**config.mk**
```make
export PLATFORM = sky130hd
export DESIGN_NAME = servo_command_frame_encoder_core
export DESIGN_NICKNAME = d
export VERILOG_FILES = /design/src/sv/sce_pkg.sv /design/src/sv/sce_front.sv /design/src/sv/sce_queue.sv /design/src/sv/sce_back.sv /design/src/sv/servo_command_frame_encoder_core.sv
export SDC_FILE = /design/constraint.sdc
export NUM_CORES = 1
export LEC_CHECK = 0
export BUFFER_PORTS_ARGS = -buffer_cell sky130_fd_sc_hd__buf_2
export CORE_MARGIN = 2
export CORE_UTILIZATION = 55
export CTS_CLUSTER_DIAMETER = 120
export DETAILED_ROUTE_END_ITERATION = 10
export GPL_TIMING_DRIVEN = 0
export PLACE_DENSITY = 0.81
export RECOVER_POWER = 50
export SYNTH_ARGS = -nofsm -noshare
export SYNTH_HDL_FRONTEND = slang
export SYNTH_SLANG_ARGS = --single-unit
export TNS_END_PERCENT = 50
```
**constraint.sdc**
```tcl
create_clock -name clk -period 21.6 [get_ports clk]
set_clock_uncertainty 0.2 [all_clocks]
set_input_delay 4.32 -clock clk [delete_from_list [all_inputs] [get_ports clk]]
set_output_delay 4.32 -clock clk [all_outputs]
set_load 0.02 [all_outputs]
```
**src/sv/sce_pkg.sv**
```systemverilog
// sce_pkg: shared types and constants for the servo command frame encoder.
// Used by sce_front, sce_queue, sce_back and the top level; no dependencies.
`default_nettype none

package sce_pkg;

  // command ops
  localparam logic [1:0] OP_SPEED   = 2'd0;
  localparam logic [1:0] OP_POS_INV = 2'd1;
  localparam logic [1:0] OP_POS     = 2'd2;
  localparam logic [1:0] OP_READ    = 2'd3;

  // packet fields
  localparam logic [7:0] HEADER_BYTE   = 8'hFF;
  localparam logic [7:0] LEN_SPEED     = 8'd5;
  localparam logic [7:0] LEN_POS       = 8'd9;
  localparam logic [7:0] LEN_READ      = 8'd4;
  localparam logic [7:0] INSTR_WRITE   = 8'd3;
  localparam logic [7:0] INSTR_READ    = 8'd2;
  localparam logic [7:0] ADDR_SPEED    = 8'd46;
  localparam logic [7:0] ADDR_POS      = 8'd42;
  localparam logic [7:0] ADDR_PRESENT  = 8'd56;
  localparam logic [7:0] READ_COUNT    = 8'd2;

  // byte positions within a packet
  localparam logic [3:0] BYTE_ID       = 4'd2;
  localparam logic [3:0] BYTE_LEN      = 4'd3;
  localparam logic [3:0] BYTE_INSTR    = 4'd4;
  localparam logic [3:0] BYTE_ADDR     = 4'd5;
  localparam logic [3:0] BYTE_D0       = 4'd6;
  localparam logic [3:0] BYTE_D1       = 4'd7;
  localparam logic [3:0] BYTE_D2       = 4'd8;
  localparam logic [3:0] BYTE_D3       = 4'd9;
  localparam logic [3:0] BYTE_D4       = 4'd10;
  localparam logic [3:0] BYTE_D5       = 4'd11;
  localparam logic [3:0] LAST_SPEED    = 4'd8;
  localparam logic [3:0] LAST_POS      = 4'd12;
  localparam logic [3:0] LAST_READ     = 4'd7;

  // speed profile
  localparam logic [15:0] DEAD_BAND    = 16'd10;
  localparam logic [12:0] THR_SCALE    = 13'd6000;
  localparam logic [10:0] RAD_SCALE    = 11'd1500;
  localparam logic [15:0] POS_INVERT   = 16'd4095;
  localparam logic [2:0]  SQRT_LAST    = 3'd6;   // index of the last root step; two root bits per step

  localparam logic [7:0]  SERVO_ID_RESET = 8'd1;

  localparam int unsigned Q_DEPTH = 2;

  typedef struct packed {
    logic [1:0]  op;
    logic [15:0] word;   // speed word (op 0) or position word (ops 1, 2)
    logic [15:0] spd;
  } sce_cmd_t;

endpackage

`default_nettype wire

```
**src/sv/sce_front.sv**
```systemverilog
// sce_front: accepts commands, works out the speed/position data word.
// Three stages plus an iterative square root; depends on sce_pkg.
`default_nettype none

module sce_front import sce_pkg::*; (
  input  wire logic               clk,
  input  wire logic               rst_n,
  input  wire logic               in_valid,
  output logic                    in_ready,
  input  wire logic [1:0]         in_op,
  input  wire logic [14:0]        in_speed_limit,
  input  wire logic signed [15:0] in_move_speed,
  input  wire logic signed [15:0] in_goal_position,
  input  wire logic signed [15:0] in_current_position,
  output logic                    push_valid,
  input  wire logic               push_ready,
  output sce_cmd_t                push_data
);

  logic s1_v_r, s1_v_nxt, s2_v_r, s2_v_nxt, s3_v_r, s3_v_nxt;
  logic busy_r, busy_nxt;
  logic s3_done, s3_free, s2_free, in_acc, s2_load, s3_load;

  // stage 1
  logic [1:0]  s1_op_r;
  logic [14:0] s1_lim_r;
  logic [15:0] s1_spd_r, s1_pos_r, s1_diff_r;
  logic        s1_neg_r;
  logic signed [16:0] d_in;
  logic [16:0] d_abs;

  // stage 2
  logic [1:0]  s2_op_r;
  logic [14:0] s2_lim_r;
  logic [15:0] s2_spd_r, s2_pos_r;
  logic        s2_neg_r, s2_small_r;
  logic [29:0] s2_lsq_r, s2_thr_r;
  logic [26:0] s2_rad_r;

  // stage 3 / square root
  logic [1:0]  s3_op_r;
  logic [15:0] s3_spd_r, s3_word_r;
  logic        s3_neg_r;
  logic [27:0] rad_sh_r;
  logic [16:0] rem_r, rem_a, rem_b, rem_c, rem_d, trial_a, trial_c;
  logic [13:0] root_r, root_b, root_d;
  logic [2:0]  cnt_r;

  assign s3_done    = s3_v_r && !busy_r;
  assign s3_free    = !s3_v_r || (s3_done && push_ready);
  assign s2_free    = !s2_v_r || s3_free;
  assign in_ready   = !s1_v_r || s2_free;
  assign in_acc     = in_valid && in_ready;
  assign s2_load    = s1_v_r && s2_free;
  assign s3_load    = s2_v_r && s3_free;
  assign push_valid = s3_done;
  assign push_data  = '{op: s3_op_r, word: s3_word_r, spd: s3_spd_r};

  assign s1_v_nxt = in_acc || (s1_v_r && !s2_free);
  assign s2_v_nxt = s2_load || (s2_v_r && !s3_free);
  assign s3_v_nxt = s3_load || (s3_v_r && !(s3_done && push_ready));

  always_comb begin
    busy_nxt = busy_r;
    if (s3_load) begin
      busy_nxt = (s2_op_r == OP_SPEED) && !s2_small_r && (s2_lsq_r >= s2_thr_r);
    end else if (busy_r && cnt_r == SQRT_LAST) begin
      busy_nxt = 1'b0;
    end
  end

  always_ff @(posedge clk) begin
    if (!rst_n) begin
      s1_v_r <= 1'b0;
      s2_v_r <= 1'b0;
      s3_v_r <= 1'b0;
      busy_r <= 1'b0;
    end else begin
      s1_v_r <= s1_v_nxt;
      s2_v_r <= s2_v_nxt;
      s3_v_r <= s3_v_nxt;
      busy_r <= busy_nxt;
    end
  end

  assign d_in  = {in_goal_position[15], in_goal_position}
               - {in_current_position[15], in_current_position};
  assign d_abs = d_in[16] ? 17'(-d_in) : 17'(d_in);

  always_ff @(posedge clk) begin
    if (in_acc) begin
      s1_op_r   <= in_op;
      s1_lim_r  <= in_speed_limit;
      s1_spd_r  <= in_move_speed;
      s1_pos_r  <= (in_op == OP_POS_INV) ? 16'(POS_INVERT - in_goal_position)
                                         : in_goal_position;
      s1_diff_r <= d_abs[15:0];
      s1_neg_r  <= !d_in[16] && (d_in != 17'sd0);
    end
  end

  // products registered before any compare
  always_ff @(posedge clk) begin
    if (s2_load) begin
      s2_op_r    <= s1_op_r;
      s2_lim_r   <= s1_lim_r;
      s2_spd_r   <= s1_spd_r;
      s2_pos_r   <= s1_pos_r;
      s2_neg_r   <= s1_neg_r;
      s2_small_r <= s1_diff_r < DEAD_BAND;
      s2_lsq_r   <= 30'(s1_lim_r * s1_lim_r);
      // diff < floor(lim^2/6000)  <=>  lim^2 >= 6000*(diff+1)
      s2_thr_r   <= 30'(({1'b0, s1_diff_r} + 17'd1) * THR_SCALE);
      s2_rad_r   <= 27'(s1_diff_r * RAD_SCALE);
    end
  end

  // two restoring root steps per cycle
  always_comb begin
    rem_a   = {rem_r[14:0], rad_sh_r[27:26]};
    trial_a = {1'b0, root_r, 2'b01};
    if (rem_a >= trial_a) begin
      rem_b  = rem_a - trial_a;
      root_b = {root_r[12:0], 1'b1};
    end else begin
      rem_b  = rem_a;
      root_b = {root_r[12:0], 1'b0};
    end
    rem_c   = {rem_b[14:0], rad_sh_r[25:24]};
    trial_c = {1'b0, root_b, 2'b01};
    if (rem_c >= trial_c) begin
      rem_d  = rem_c - trial_c;
      root_d = {root_b[12:0], 1'b1};
    end else begin
      rem_d  = rem_c;
      root_d = {root_b[12:0], 1'b0};
    end
  end

  always_ff @(posedge clk) begin
    if (s3_load) begin
      s3_op_r  <= s2_op_r;
      s3_spd_r <= s2_spd_r;
      s3_neg_r <= s2_neg_r;
      rad_sh_r <= {1'b0, s2_rad_r};
      rem_r    <= '0;
      root_r   <= '0;
      cnt_r    <= '0;
      if (s2_op_r != OP_SPEED) begin
        s3_word_r <= s2_pos_r;
      end else if (s2_small_r || s2_lim_r == 15'd0) begin
        s3_word_r <= '0;
      end else begin
        s3_word_r <= {s2_neg_r, s2_lim_r};
      end
    end else if (busy_r) begin
      rad_sh_r <= {rad_sh_r[23:0], 4'b0000};
      rem_r    <= rem_d;
      root_r   <= root_d;
      cnt_r    <= cnt_r + 3'd1;
      if (cnt_r == SQRT_LAST) begin
        s3_word_r <= {s3_neg_r, 1'b0, root_d};
      end
    end
  end

  a_busy_valid: assert property (@(posedge clk) disable iff (!rst_n)
    busy_r |-> s3_v_r)
    else $error("root unit running without an item");

  a_busy_len: assert property (@(posedge clk) disable iff (!rst_n)
    (busy_r && cnt_r == SQRT_LAST) |=> !busy_r)
    else $error("root unit overran");

  a_no_push_busy: assert property (@(posedge clk) disable iff (!rst_n)
    $rose(busy_r) |-> !push_valid)
    else $error("push during root start");

endmodule

`default_nettype wire

```
**src/sv/sce_queue.sv**
```systemverilog
// sce_queue: two-entry command queue between front and back.
// Depends on sce_pkg for the entry type and depth.
`default_nettype none

module sce_queue import sce_pkg::*; (
  input  wire logic     clk,
  input  wire logic     rst_n,
  input  wire logic     push_valid,
  output logic          push_ready,
  input  wire sce_cmd_t push_data,
  output logic          pop_valid,
  input  wire logic     pop_ready,
  output sce_cmd_t      pop_data
);

  sce_cmd_t   ent_r [Q_DEPTH];
  logic       wr_ptr_r, wr_ptr_nxt, rd_ptr_r, rd_ptr_nxt;
  logic [1:0] cnt_r, cnt_nxt;
  logic       push, pop;

  assign push_ready = cnt_r != 2'(Q_DEPTH);
  assign pop_valid  = cnt_r != 2'd0;
  assign pop_data   = ent_r[rd_ptr_r];
  assign push       = push_valid && push_ready;
  assign pop        = pop_valid && pop_ready;

  assign wr_ptr_nxt = push ? !wr_ptr_r : wr_ptr_r;
  assign rd_ptr_nxt = pop ? !rd_ptr_r : rd_ptr_r;
  assign cnt_nxt    = cnt_r + {1'b0, push} - {1'b0, pop};

  always_ff @(posedge clk) begin
    if (!rst_n) begin
      wr_ptr_r <= 1'b0;
      rd_ptr_r <= 1'b0;
      cnt_r    <= 2'd0;
    end else begin
      wr_ptr_r <= wr_ptr_nxt;
      rd_ptr_r <= rd_ptr_nxt;
      cnt_r    <= cnt_nxt;
    end
  end

  always_ff @(posedge clk) begin
    if (push) begin
      ent_r[wr_ptr_r] <= push_data;
    end
  end

  a_cnt_bound: assert property (@(posedge clk) disable iff (!rst_n)
    cnt_r <= 2'(Q_DEPTH))
    else $error("queue count beyond depth");

  a_ptrs: assert property (@(posedge clk) disable iff (!rst_n)
    (cnt_r == 2'd0 || cnt_r == 2'(Q_DEPTH)) |-> (wr_ptr_r == rd_ptr_r))
    else $error("queue pointers out of step with count");

  a_cnt_move: assert property (@(posedge clk) disable iff (!rst_n)
    (push && !pop) |=> cnt_r == $past(cnt_r) + 2'd1)
    else $error("queue count missed a push");

endmodule

`default_nettype wire

```
**src/sv/sce_back.sv**
```systemverilog
// sce_back: serialises one queued command into its packet, byte by byte,
// with a running checksum. Depends on sce_pkg.
`default_nettype none

module sce_back import sce_pkg::*; (
  input  wire logic       clk,
  input  wire logic       rst_n,
  input  wire logic [7:0] servo_id,
  input  wire logic       pop_valid,
  output logic            pop_ready,
  input  wire sce_cmd_t   pop_data,
  output logic            out_valid,
  input  wire logic       out_ready,
  output logic [7:0]      out_byte,
  output logic            out_last
);

  sce_cmd_t   cmd_r;
  logic       busy_r, busy_nxt;
  logic [3:0] idx_r, last_idx;
  logic [7:0] sum_r, body;
  logic       xfer;

  always_comb begin
    case (cmd_r.op)
      OP_SPEED: last_idx = LAST_SPEED;
      OP_READ:  last_idx = LAST_READ;
      default:  last_idx = LAST_POS;
    endcase
  end

  always_comb begin
    case (idx_r)
      BYTE_ID:    body = servo_id;
      BYTE_LEN:   body = (cmd_r.op == OP_SPEED) ? LEN_SPEED :
                         (cmd_r.op == OP_READ)  ? LEN_READ  : LEN_POS;
      BYTE_INSTR: body = (cmd_r.op == OP_READ) ? INSTR_READ : INSTR_WRITE;
      BYTE_ADDR:  body = (cmd_r.op == OP_SPEED) ? ADDR_SPEED :
                         (cmd_r.op == OP_READ)  ? ADDR_PRESENT : ADDR_POS;
      BYTE_D0:    body = (cmd_r.op == OP_READ) ? READ_COUNT : cmd_r.word[7:0];
      BYTE_D1:    body = cmd_r.word[15:8];
      BYTE_D2:    body = 8'h00;
      BYTE_D3:    body = 8'h00;
      BYTE_D4:    body = cmd_r.spd[7:0];
      BYTE_D5:    body = cmd_r.spd[15:8];
      default:    body = HEADER_BYTE;
    endcase
  end

  assign out_valid = busy_r;
  assign out_last  = idx_r == last_idx;
  assign out_byte  = out_last ? ~sum_r : body;
  assign xfer      = out_valid && out_ready;
  assign pop_ready = !busy_r || (xfer && out_last);
  assign busy_nxt  = pop_ready ? pop_valid : busy_r;

  always_ff @(posedge clk) begin
    if (!rst_n) begin
      busy_r <= 1'b0;
    end else begin
      busy_r <= busy_nxt;
    end
  end

  // checksum covers id up to the last data byte
  always_ff @(posedge clk) begin
    if (pop_ready) begin
      cmd_r <= pop_data;
      idx_r <= '0;
      sum_r <= '0;
    end else if (xfer) begin
      idx_r <= idx_r + 4'd1;
      if (idx_r >= BYTE_ID) begin
        sum_r <= sum_r + body;
      end
    end
  end

  a_idx_bound: assert property (@(posedge clk) disable iff (!rst_n)
    busy_r |-> idx_r <= last_idx)
    else $error("byte index past end of packet");

  a_hold: assert property (@(posedge clk) disable iff (!rst_n)
    (busy_r && !out_ready) |=> ($stable(idx_r) && $stable(sum_r)))
    else $error("packet advanced while stalled");

endmodule

`default_nettype wire

```
**src/sv/servo_command_frame_encoder_core.sv**
```systemverilog
// servo_command_frame_encoder_core: top level, id register and wiring of
// front, queue and back. Depends on sce_pkg, sce_front, sce_queue, sce_back.
//
//   channel | ports                                  | role
//   in      | in_valid/in_ready, in_op .. in_current | one command per transfer
//   out     | out_valid/out_ready, out_byte, out_last| one packet byte per transfer
//   cfg     | cfg_valid/cfg_ready, cfg_data          | servo id write, always ready
//
// Packets are 8 (read), 9 (speed) or 13 (position write) bytes, one byte per
// cycle while out_ready is high; the next queued command is popped as the last
// byte transfers. Square-root speed moves pass through the root unit (two root
// bits per cycle); the first byte follows the front stages, the queue entry and
// the serialiser's command register. A two-entry queue lets front and back
// stall independently. Synchronous active-low reset; the servo id resets to 1.
`default_nettype none

module servo_command_frame_encoder_core import sce_pkg::*; (
  input  wire logic               clk,
  input  wire logic               rst_n,
  input  wire logic               in_valid,
  output logic                    in_ready,
  input  wire logic [1:0]         in_op,
  input  wire logic [14:0]        in_speed_limit,
  input  wire logic signed [15:0] in_move_speed,
  input  wire logic signed [15:0] in_goal_position,
  input  wire logic signed [15:0] in_current_position,
  output logic                    out_valid,
  input  wire logic               out_ready,
  output logic [7:0]              out_byte,
  output logic                    out_last,
  input  wire logic               cfg_valid,
  output logic                    cfg_ready,
  input  wire logic [7:0]         cfg_data
);

  logic [7:0] servo_id_r, servo_id_nxt;
  logic       f_valid, f_ready, b_valid, b_ready;
  sce_cmd_t   f_data, b_data;

  assign cfg_ready    = 1'b1;
  assign servo_id_nxt = (cfg_valid && cfg_ready) ? cfg_data : servo_id_r;

  always_ff @(posedge clk) begin
    if (!rst_n) begin
      servo_id_r <= SERVO_ID_RESET;
    end else begin
      servo_id_r <= servo_id_nxt;
    end
  end

  sce_front u_front (
    .clk                 (clk),
    .rst_n               (rst_n),
    .in_valid            (in_valid),
    .in_ready            (in_ready),
    .in_op               (in_op),
    .in_speed_limit      (in_speed_limit),
    .in_move_speed       (in_move_speed),
    .in_goal_position    (in_goal_position),
    .in_current_position (in_current_position),
    .push_valid          (f_valid),
    .push_ready          (f_ready),
    .push_data           (f_data)
  );

  sce_queue u_queue (
    .clk        (clk),
    .rst_n      (rst_n),
    .push_valid (f_valid),
    .push_ready (f_ready),
    .push_data  (f_data),
    .pop_valid  (b_valid),
    .pop_ready  (b_ready),
    .pop_data   (b_data)
  );

  sce_back u_back (
    .clk       (clk),
    .rst_n     (rst_n),
    .servo_id  (servo_id_r),
    .pop_valid (b_valid),
    .pop_ready (b_ready),
    .pop_data  (b_data),
    .out_valid (out_valid),
    .out_ready (out_ready),
    .out_byte  (out_byte),
    .out_last  (out_last)
  );

endmodule

`default_nettype wire
```
Word level (Yosys, flattened, before mapping)
Memories as Yosys holds them, arrays and structs flattened. A register that Yosys moved wholly into a read port is not among the register bits.
Index checks and enable logic that the tools add are counted.
{"block": "word_totals", "reg_bits": 320, "mem_bits_rw": 68, "input_bits": 78, "out_inout_bits": 12, "word_cells": 144, "n_memories": 1}
{"block": "op_classes", "addsub": 11, "mul": 3, "n_lt_le_gt_ge": 5, "n_eq_ne": 15, "muxes": 26, "n_bitwise": 1, "n_reduce_logical": 47}
{"name": "u_queue.ent_r", "words": 2, "width": 34, "read_ports": 1, "rd_clocked_by_memory_dff": 1, "wr": 1, "line": "sce_queue.sv:16", "text": "sce_cmd_t ent_r [Q_DEPTH];"}
{"operator": "16-bit two-way mux", "count": 7}
{"operator": "8-bit one-hot mux with 9 select lines", "count": 1}
{"operator": "27-bit two-way mux", "count": 2}
{"operator": "17-bit by 16-bit >= comparator with 1-bit output", "count": 2}
{"operator": "8-bit two-way mux", "count": 4}
{"operator": "30-bit >= comparator", "count": 1}
{"operator": "15-bit by 15-bit multiplier with 30-bit output", "count": 1}
{"operator": "30-bit by 9-bit multiplier with 26-bit output, second input constant", "count": 1}
{"operator": "15-bit two-way mux", "count": 2}
{"operator": "15-bit subtractor", "count": 2}
{"operator": "16-bit by 9-bit multiplier with 25-bit output, second input constant", "count": 1}
{"operator": "16-bit by 1-bit adder with 17-bit output, second input constant", "count": 1}
{"operator": "17-bit nonzero test", "count": 1}
{"operator": "16-bit by 16-bit subtractor with 17-bit output", "count": 1}
{"operator": "4-bit by 3-bit == test with 1-bit output, second input constant", "count": 4}
{"operator": "4-bit == test, second input constant", "count": 4}
{"operator": "16-bit by 4-bit < comparator with 1-bit output, second input constant", "count": 1}
{"operator": "16-bit negation", "count": 1}
{"operator": "12-bit by 16-bit subtractor with 16-bit output, first input constant", "count": 1}
{"operator": "1-bit logical AND", "count": 15}
{"operator": "15-bit zero test", "count": 1}
{"operator": "1-bit zero test", "count": 12}
{"operator": "2-bit nonzero test", "count": 5}
{"operator": "8-bit adder", "count": 1}
{"operator": "20 further kinds", "count": 36}

Depth between registers and ports, before layout
Gate-level depths: netlist (run 1).
{"block": "depth", "depth_word": 8, "depth_mapped": 25, "ltp_nobuf": 24}

Modules after synthesis
Synthesis (run 1) repeated with hierarchy kept, for this count alone.
{"block": "unflattened", "hier_cells": 2983, "hier_area_um2": 32606.3}
{"mod": "sce_front", "n_inst": 1, "cells_each": 2574, "area_each_um2": 26938.3, "seq_area_each_um2": 8428.1}
{"mod": "sce_queue", "n_inst": 1, "cells_each": 136, "area_each_um2": 2722.6, "seq_area_each_um2": 2142.1}
{"mod": "sce_back", "n_inst": 1, "cells_each": 246, "area_each_um2": 2635.0, "seq_area_each_um2": 1281.2}
{"mod": "servo_command_frame_encoder_core", "n_inst": 1, "cells_each": 27, "area_each_um2": 310.3, "seq_area_each_um2": 160.2}

Worst setup path before layout (run 1)
No wires, ideal clock.
{"block": "synth_timing", "kind": "register -> register", "startpoint": "register u_front.s2_v_r", "endpoint": "register u_front.s2_lim_r[10], enable pin", "setup_time_ns": 0.696, "arrival_time_ns": 7.496, "required_time_ns": 20.704, "setup_slack_ns": 13.208, "path_stages_with_launch": 3, "n_path_buf": 1, "synth_period_minus_slack_ns": 8.392, "path_cell_list": "dfxtp_1 -> clkbuf_1 -> a31oi_1"}
{"block": "synth_between", "elab_chain_len": 3}
{"item": "from (decl)", "line": "sce_front.sv:20", "text": "logic s1_v_r, s1_v_nxt, s2_v_r, s2_v_nxt, s3_v_r, s3_v_nxt;"}
{"item": "from (signal assigned)", "line": "sce_front.sv:80", "text": "s2_v_r <= s2_v_nxt;"}
{"item": "1-bit zero test", "line": "sce_front.sv:51", "text": "assign s2_free = !s2_v_r || s3_free;"}
{"item": "1-bit logical OR", "line": "sce_front.sv:51"}
{"item": "1-bit logical AND", "line": "sce_front.sv:54", "text": "assign s2_load = s1_v_r && s2_free;"}
{"item": "named net u_front.s2_load", "line": "sce_front.sv:22", "text": "logic s3_done, s3_free, s2_free, in_acc, s2_load, s3_load;"}
{"item": "to (signal assigned)", "line": "sce_front.sv:106", "text": "s2_lim_r <= s1_lim_r;"}
{"item": "to (decl)", "line": "sce_front.sv:34", "text": "logic [14:0] s2_lim_r;"}
The timed path passes the listed nets, and every way through them passes these cells.
A chain may end at the register's enable or synchronous reset.

Worst setup path in the final report (run 1)
{"block": "layout_timing", "startpoint": "register u_front.s1_lim_r[3]", "endpoint": "register u_front.s2_lsq_r[29], data pin"}
{"block": "layout_between", "elab_chain_len": 1}
{"item": "from (decl)", "line": "sce_front.sv:26", "text": "logic [14:0] s1_lim_r;"}
{"item": "from (signal assigned)", "line": "sce_front.sv:93", "text": "s1_lim_r <= in_speed_limit;"}
{"item": "15-bit by 15-bit multiplier with 30-bit output", "line": "sce_front.sv:111", "text": "s2_lsq_r <= 30'(s1_lim_r * s1_lim_r);"}
{"item": "to (signal assigned)", "line": "sce_front.sv:111"}
{"item": "to (decl)", "line": "sce_front.sv:37", "text": "logic [29:0] s2_lsq_r, s2_thr_r;"}
Every way passes these cells.

==> impl_metrics.tcl, run 1 <==
set metrics [dict create \
    synth-async-reset-ratio_pct 0 \
    hold_depth 0 \
    cts_resized 0 \
    route.final.wire_length_microns 71500 \
    hold_path.startpoint "u_front.s2_spd_r[12]" \
    wl_per_cell_microns 18.4 \
    start_util_pct 55.8 \
    grt_pass1_vias 22089 \
    violations "capacitance limit, slew limit" \
    grt.total_usage_pct 24.1 \
    r2r_cells 23 \
    status "finished, violations left" \
    cts-htree-levels 2 \
    antenna_found_initial 3 \
    drive_gt1_share_pct 6.88 \
    root_buffer "clkbuf_16" \
    die_h_microns 246 \
    critPathLaunchType "register" \
    dr.pass1.iters 6 \
    cts_tree "built" \
    cts_buffer_depth 3 \
    arrival_ps 7800 \
    yosysSeqAreaShare_pct 37.2 \
    synth_edf_count 358 \
    synthesis.nets 3646 \
    fmax_mhz 130 \
    worst_pin_slew_ps 2290 \
    core_sq_um 57800 \
    fin_tns_setup_ps 0 \
    ys_types 80 \
    drcViolationCount 0 \
    postSynthAreaPerCell_sq_um 10.9 \
    ys_top_cells_by_area "edfxtp_1 (33%), fa_1 (17%), ha_1 (13%), inv_1 (6.6%), dfxtp_1 (3.9%)" \
    insertion_delay_ps 590 \
    regArea_sq_um 12000 \
    maxSlewViolCount 189 \
    regToRegSetupSlack_ps 13910 \
    synth_top_cell_area_share_pct 33.4 \
    rsz0062_at_grt "false" \
    synth-warning-count 0 \
    setup_viol 0 \
    cts_num_sinks 420 \
    nets 3785 \
    numPortBuffers 87 \
    io_pins 90 \
    fin_worst_hold_slack_ps 213 \
    hold_path.class "register to register" \
    yosysTopAreaCell "edfxtp_1" \
    syn2layout_area_growth_pct 8.97 \
    hold_viol_final 0 \
    maxSlewHeadroom_pct -52.7 \
    drt-initial-drc-count 1636 \
    grt_first_pass_wirelength_microns 114000 \
    vias 21709 \
    path_class "register to register" \
    worstReg2RegEnd "u_front.s2_lsq_r[29]" \
    synth_ff_type "edfxtp_1" \
    post_cts_buffers 0 \
    dieArea_sq_um 60500 \
    worstPathMaxFanout 10 \
    min_period_over_period_pct 35.6 \
    end_kind "register" \
    critPathRequiredTime_ps 21710 \
    cts_buffers 44 \
    grt-ovfl-total 0 \
    gp_congestion 0.931 \
    fillers 4507 \
    rr_startpoint "u_front.s1_lim_r[3]" \
    post-dp-hpwl_microns 54600 \
    std_cell_rows 88 \
    synthCells 2953 \
    path_clk_slew_ps 60 \
    ys_ff_latch 420 \
    fin_crit_ps 7690 \
    grt_max_degree 67 \
    vias_per_cell 5.57 \
    syn-cell-area_sq_um 32200 \
    multi_input_area_sq_um 17800 \
    chipWidth_microns 246 \
    ant_nets 0 \
    cap_violations 6 \
    whs_endpoint "u_front.s3_spd_r[12]" \
    hold_buffers 0 \
]
==> kinds of logic (layout without fill, tap and decap cells) <==
group	count (synthesis)	after routing	synth area share [%]
other	1	3	0.0116
adders and majority gates	615	615	30.4
muxes	76	76	2.52
buffers and inverters	634	808	7.46
and+or+nand+nor	625	625	9.23
AOI/OAI and AO/OA	425	425	8.93
xor gates and xnor gates	157	157	4.27
DFF	420	420	37.2
==> metrics by stage <==
step / std cells / setup WS, ps / instance area (sq um) / utilization, %
floorplan: 2953 / 13210 / 32200 / -
global placement: 3805 / 10170 / 33600 / 58.2
detailed placement: 3811 / 13610 / 33800 / 58.4
CTS: 3892 / 13940 / 35200 / 60.9
global route: 3894 / 13510 / 35100 / 60.8
finish: 3894 / 13910 / 35100 / 60.8
==> synth_stat cells, types with 5 or more instances <==
library cell,count
buf_1,7
nand3b_1,5
o31ai_1,12
o21a_1,27
mux2_2,40
and2_1,64
xor2_1,39
a31oi_1,22
fa_1,279
o21ai_0,53
xnor2_1,118
o21bai_1,17
a21oi_1,124
and3_1,20
or3_1,20
nand2b_1,15
ha_1,336
edfxtp_1,358
dfxtp_1,62
nor4_1,7
a211o_1,9
nand2_1,222
mux2i_1,36
a211oi_1,16
a21boi_0,10
a21o_1,42
nand3_1,35
a221oi_1,17
o41ai_1,5
inv_1,568
o2111ai_1,6
o211ai_1,8
nor2b_1,30
a22oi_1,8
nor2_1,141
nand4_1,17
nor3_1,29
clkbuf_1,53
==> worst max-delay path, cell delays in order (launching register included) <==
cell      delay [ps]
edfxtp_1         630
clkbuf_1         520
inv_1            300
nor2_1           360
fa_1             240
inv_1             60
fa_1             530
inv_1             60
fa_1             480
fa_1             530
fa_1             540
inv_1             50
fa_1             530
inv_1             40
ha_1             360
a21o_1           200
a21o_1           160
a221o_1          380
a32oi_1          240
o31ai_1          150
o21bai_1         340
o311ai_0         210
a21oi_1          200
xor2_1            90
==> cell usage in the layout, fill, tap and decap left out, types with 42 or more instances in the layout <==
cell / netlist / final
clkbuf_16: 0 / 44
nor2_1: 141 / 141
a21o_1: 42 / 42
dfxtp_1: 62 / 62
ha_1: 336 / 336
a21oi_1: 124 / 124
clkbuf_1: 53 / 71
edfxtp_1: 358 / 358
nand2_1: 222 / 222
fa_1: 279 / 279
buf_2: 1 / 89
and2_1: 64 / 61
xnor2_1: 118 / 118
inv_1: 568 / 569
o21ai_0: 53 / 53
==> per-layer routing <==
| metal | vias up | share of wire, % | GRT usage [%] |
|---|---|---|---|
| met3 | 186 | 7.2 | 3.93 |
| li1 | 10206 | - | - |
| met4 | 0 | 4.1 | 9.84 |
| met1 | 10580 | 42 | 32.1 |
| met2 | 737 | 47 | 39.2 |
| met5 | - | 0 | 0 |
==> flip-flops by register name, summed over array words and instances, names as in the netlist, 3 cells and up <==
name and count:
u_front.s1_lim_r 15, u_front.s1_diff_r 16, u_front.s2_thr_r 26, u_front.s3_word_r 16, u_front.root_r 14, u_front.s2_lsq_r 29
servo_id_r 8, u_front.s2_rad_r 25, u_queue.ent_r 68, u_front.s2_spd_r 16, u_front.rad_sh_r 26, u_back.sum_r 8
u_front.s2_pos_r 16, u_back.cmd_r 34, u_front.s3_spd_r 16, u_front.s1_spd_r 16, u_front.cnt_r 3, u_front.s1_pos_r 16
u_back.idx_r 4, u_front.s2_lim_r 14, u_front.rem_r 15
==> how the worst max path moves through the flow <==
stage / start / to / slack, ps / cells after the start
after floorplan: u_front.s2_v_r / u_front.s2_lim_r[10] / 13210 / 2
after global placement: u_front.s2_v_r / u_front.s2_lsq_r[27] / 10170 / 2
after detailed placement: in_goal_position[0] / u_front.s1_diff_r[15] / 13610 / 14
after CTS: u_front.s1_lim_r[3] / u_front.s2_lsq_r[29] / 13940 / 23
after global routing: u_front.s1_lim_r[3] / u_front.s2_lsq_r[29] / 13510 / 23
final: u_front.s1_lim_r[3] / u_front.s2_lsq_r[29] / 13910 / 23
==> cell type report <==
type | count | share of cell area (%)
Multi-Input combinational cell | 1899 | 50.8
Sequential cell | 420 | 34.1
Inverter | 570 | 6.09
Clock buffer | 57 | 3.39
Tap cell | 765 | 2.73
Timing Repair Buffer | 93 | 1.30
Buffer | 64 | 0.755
Clock inverter | 24 | 0.748
Antenna cell | 2 | 0.0143
Power of run 1 is left out: the tool's default activity adds up to more than one toggle a clock period on the data nets, which glitch-free logic cannot reach.
==> run 2: changes to the inputs <==
PLACE_DENSITY = 0.83   (was 0.81)
clock period = 6.7 ns   (was 21.6 ns; I/O delays follow)
==> run 2 against run 1 <==
Worst hold slack improved by 2.3 ps. Clock-buffer cell count is 11 lower. Largest cell class unchanged. Final cell count grew 2.7%. Via count increased by 7.8%. Setup slack worse by 14000 ps. Sequential share of layout area is 1.5 points lower. Final area up 4.7%. The run ends with setup timing left. Flip-flop and latch count stayed put. Register-to-register slack worse by 14000 ps.
==> impl_metrics.tcl, run 2 (synthesis gave the netlist of run 1 again) <==
set metrics [dict create \
    fin_crit_ps 6710 \
    multi_input_area_sq_um 18300 \
    insertion_delay_ps 590 \
    timing.final.ws_setup_ps -10.2 \
    largestRegisters "u_queue.ent_r x68, u_back.cmd_r x34, u_front.s2_lsq_r x29" \
    path_clk_slew_ps 70 \
    drcViolationCount 0 \
    r2r_cells 24 \
    numPortBuffers 87 \
    worstPathMaxFanout 5 \
    hold_path.startpoint "u_front.s1_pos_r[13]" \
    ant_nets 0 \
    arrival_ps 6830 \
    route.final.wire_length_microns 83300 \
    start_util_pct 55.8 \
    hold_depth 0 \
    gp_congestion 0.937 \
    nets 3893 \
    die_h_microns 246 \
    final_cells 4001 \
    cts_num_sinks 420 \
    dieArea_sq_um 60500 \
    grt.total_usage_pct 25.7 \
    hold_path.class "register to register" \
    end_kind "register" \
    cap_violations 0 \
    syn2layout_area_growth_pct 14.1 \
    regArea_sq_um 12000 \
    cts-htree-levels 2 \
    cts_buffers 42 \
    endpoint "u_front.s2_lsq_r[28]" \
    rr_startpoint "u_front.s1_lim_r[1]" \
    top_register "u_queue.ent_r" \
    chipWidth_microns 246 \
    hold_viol_final 0 \
    cts_tree "built" \
    root_buffer "clkbuf_16" \
    final_common_cell "inv_1" \
    core_sq_um 57800 \
    path_class "register to register" \
    critPathLaunchType "register" \
    regToRegSetupSlack_ps -10 \
    cts_buffer_depth 3 \
    fillers 3955 \
    grt_max_degree 67 \
    post-dp-hpwl_microns 55400 \
    drt-initial-drc-count 2211 \
    setup_viol 2 \
    fmax_mhz 149 \
    critPathRequiredTime_ps 6820 \
    violations "setup timing" \
    vias_per_cell 5.85 \
    cpPeakStageDelay_ps 560 \
    grt-ovfl-total 0 \
    worst_pin_slew_ps 947 \
    dr.pass1.iters 7 \
    status "finished, violations left" \
    min_period_over_period_pct 100 \
    maxSlewHeadroom_pct 36.8 \
    io_pins 90 \
    place_inst 3812 \
    startpoint "u_front.s1_lim_r[1]" \
    largest_reg_flops 68 \
    std_cell_rows 88 \
    maxSlewViolCount 0 \
    antenna_found_initial 3 \
    mostFrequentLayoutCells "inv_1 (554), edfxtp_1 (358), ha_1 (321)" \
    drive_gt1_share_pct 13.4 \
    vias 23413 \
    hold_buffers 0 \
    grt_first_pass_wirelength_microns 121000 \
    path_cells "buf_6, buf_4, nand2_2, inv_1, fa_1, inv_1, fa_1, inv_1, fa_1, ha_1, fa_1, inv_1, fa_1, inv_1, ha_2, nand2_1, nand2_1, a41o_1, o21a_4, a41oi_2, and3_4, or3_4, o211ai_1, xor2_1" \
    grt_pass1_vias 22999 \
    wl_per_cell_microns 20.8 \
    worst_path_max_delay_cell "fa_1" \
    worstReg2RegEnd "u_front.s2_lsq_r[28]" \
]
[run 2: cell types whose count changed in the layout (fill, tap and decap cells not counted), sizes merged]
cell and change:
clkinvlp +1, buf +128, clkbuf -29, diode +1
bufinv +4, clkinv +1, inv +1
[run 2: worst min path at each step]
stage | to | slack [ps]
final | u_front.s2_pos_r[13] | 220
after CTS | u_front.s2_pos_r[13] | 220
after floorplan | u_front.s2_neg_r | 200
after detailed placement | u_front.s2_spd_r[6] | 200
after global routing | u_front.s3_spd_r[8] | 230
after global placement | u_front.s2_pos_r[7] | 200
[run 2: critical path: cells and delay by family, from the launching register on]
kind	cells	cell delay [ps]
buf+inv	7	640
compound gates	4	740
simple gates	5	950
flops	1	520
xor+xnor	1	80
fa+ha+maj	7	3330
[run 2: cell type report]
class	count	share of cell area, %
timing repair buffer	204	3.99
multi-input combinational	1899	49.9
clock inverter	31	1.14
sequential	420	32.6
clock buffer	46	2.90
antenna	3	0.0204
buffer	63	1.02
tap	765	2.60
inverter	570	5.83
[run 2: routing by layer]
layer / part of all wire (%) / track usage, % / up-vias
met5: 0.040 / 0 / -
met4: 5.3 / 10.1 / 2
met3: 9.4 / 4.83 / 304
met2: 48 / 43.0 / 1227
met1: 38 / 33.1 / 11469
li1: - / - / 10411
[run 2: timing repair]
action | 4_1_cts | 5_1_grt
setup endpoints to repair | 21 | 16
setup buffers | 41 | 68
pin swaps | 11 | 43
resized for setup | 51 | 121
cloned | 0 | 1
[run 2: metrics by stage]
stage	util [%]	setup TNS, ps	area (sq um)	hold slack, ps	setup WS, ps
after floorplan	-	0	32200	200	118
after global placement	58.2	-68540	33600	202	-757
after detailed placement	58.5	-8650	33800	205	-815
after CTS	61.9	-10.3	35800	216	-10.3
after global routing	63.6	-1170	36800	225	-178
final	63.6	-16.9	36800	215	-10.2
Power of run 2 is left out for the same reason.
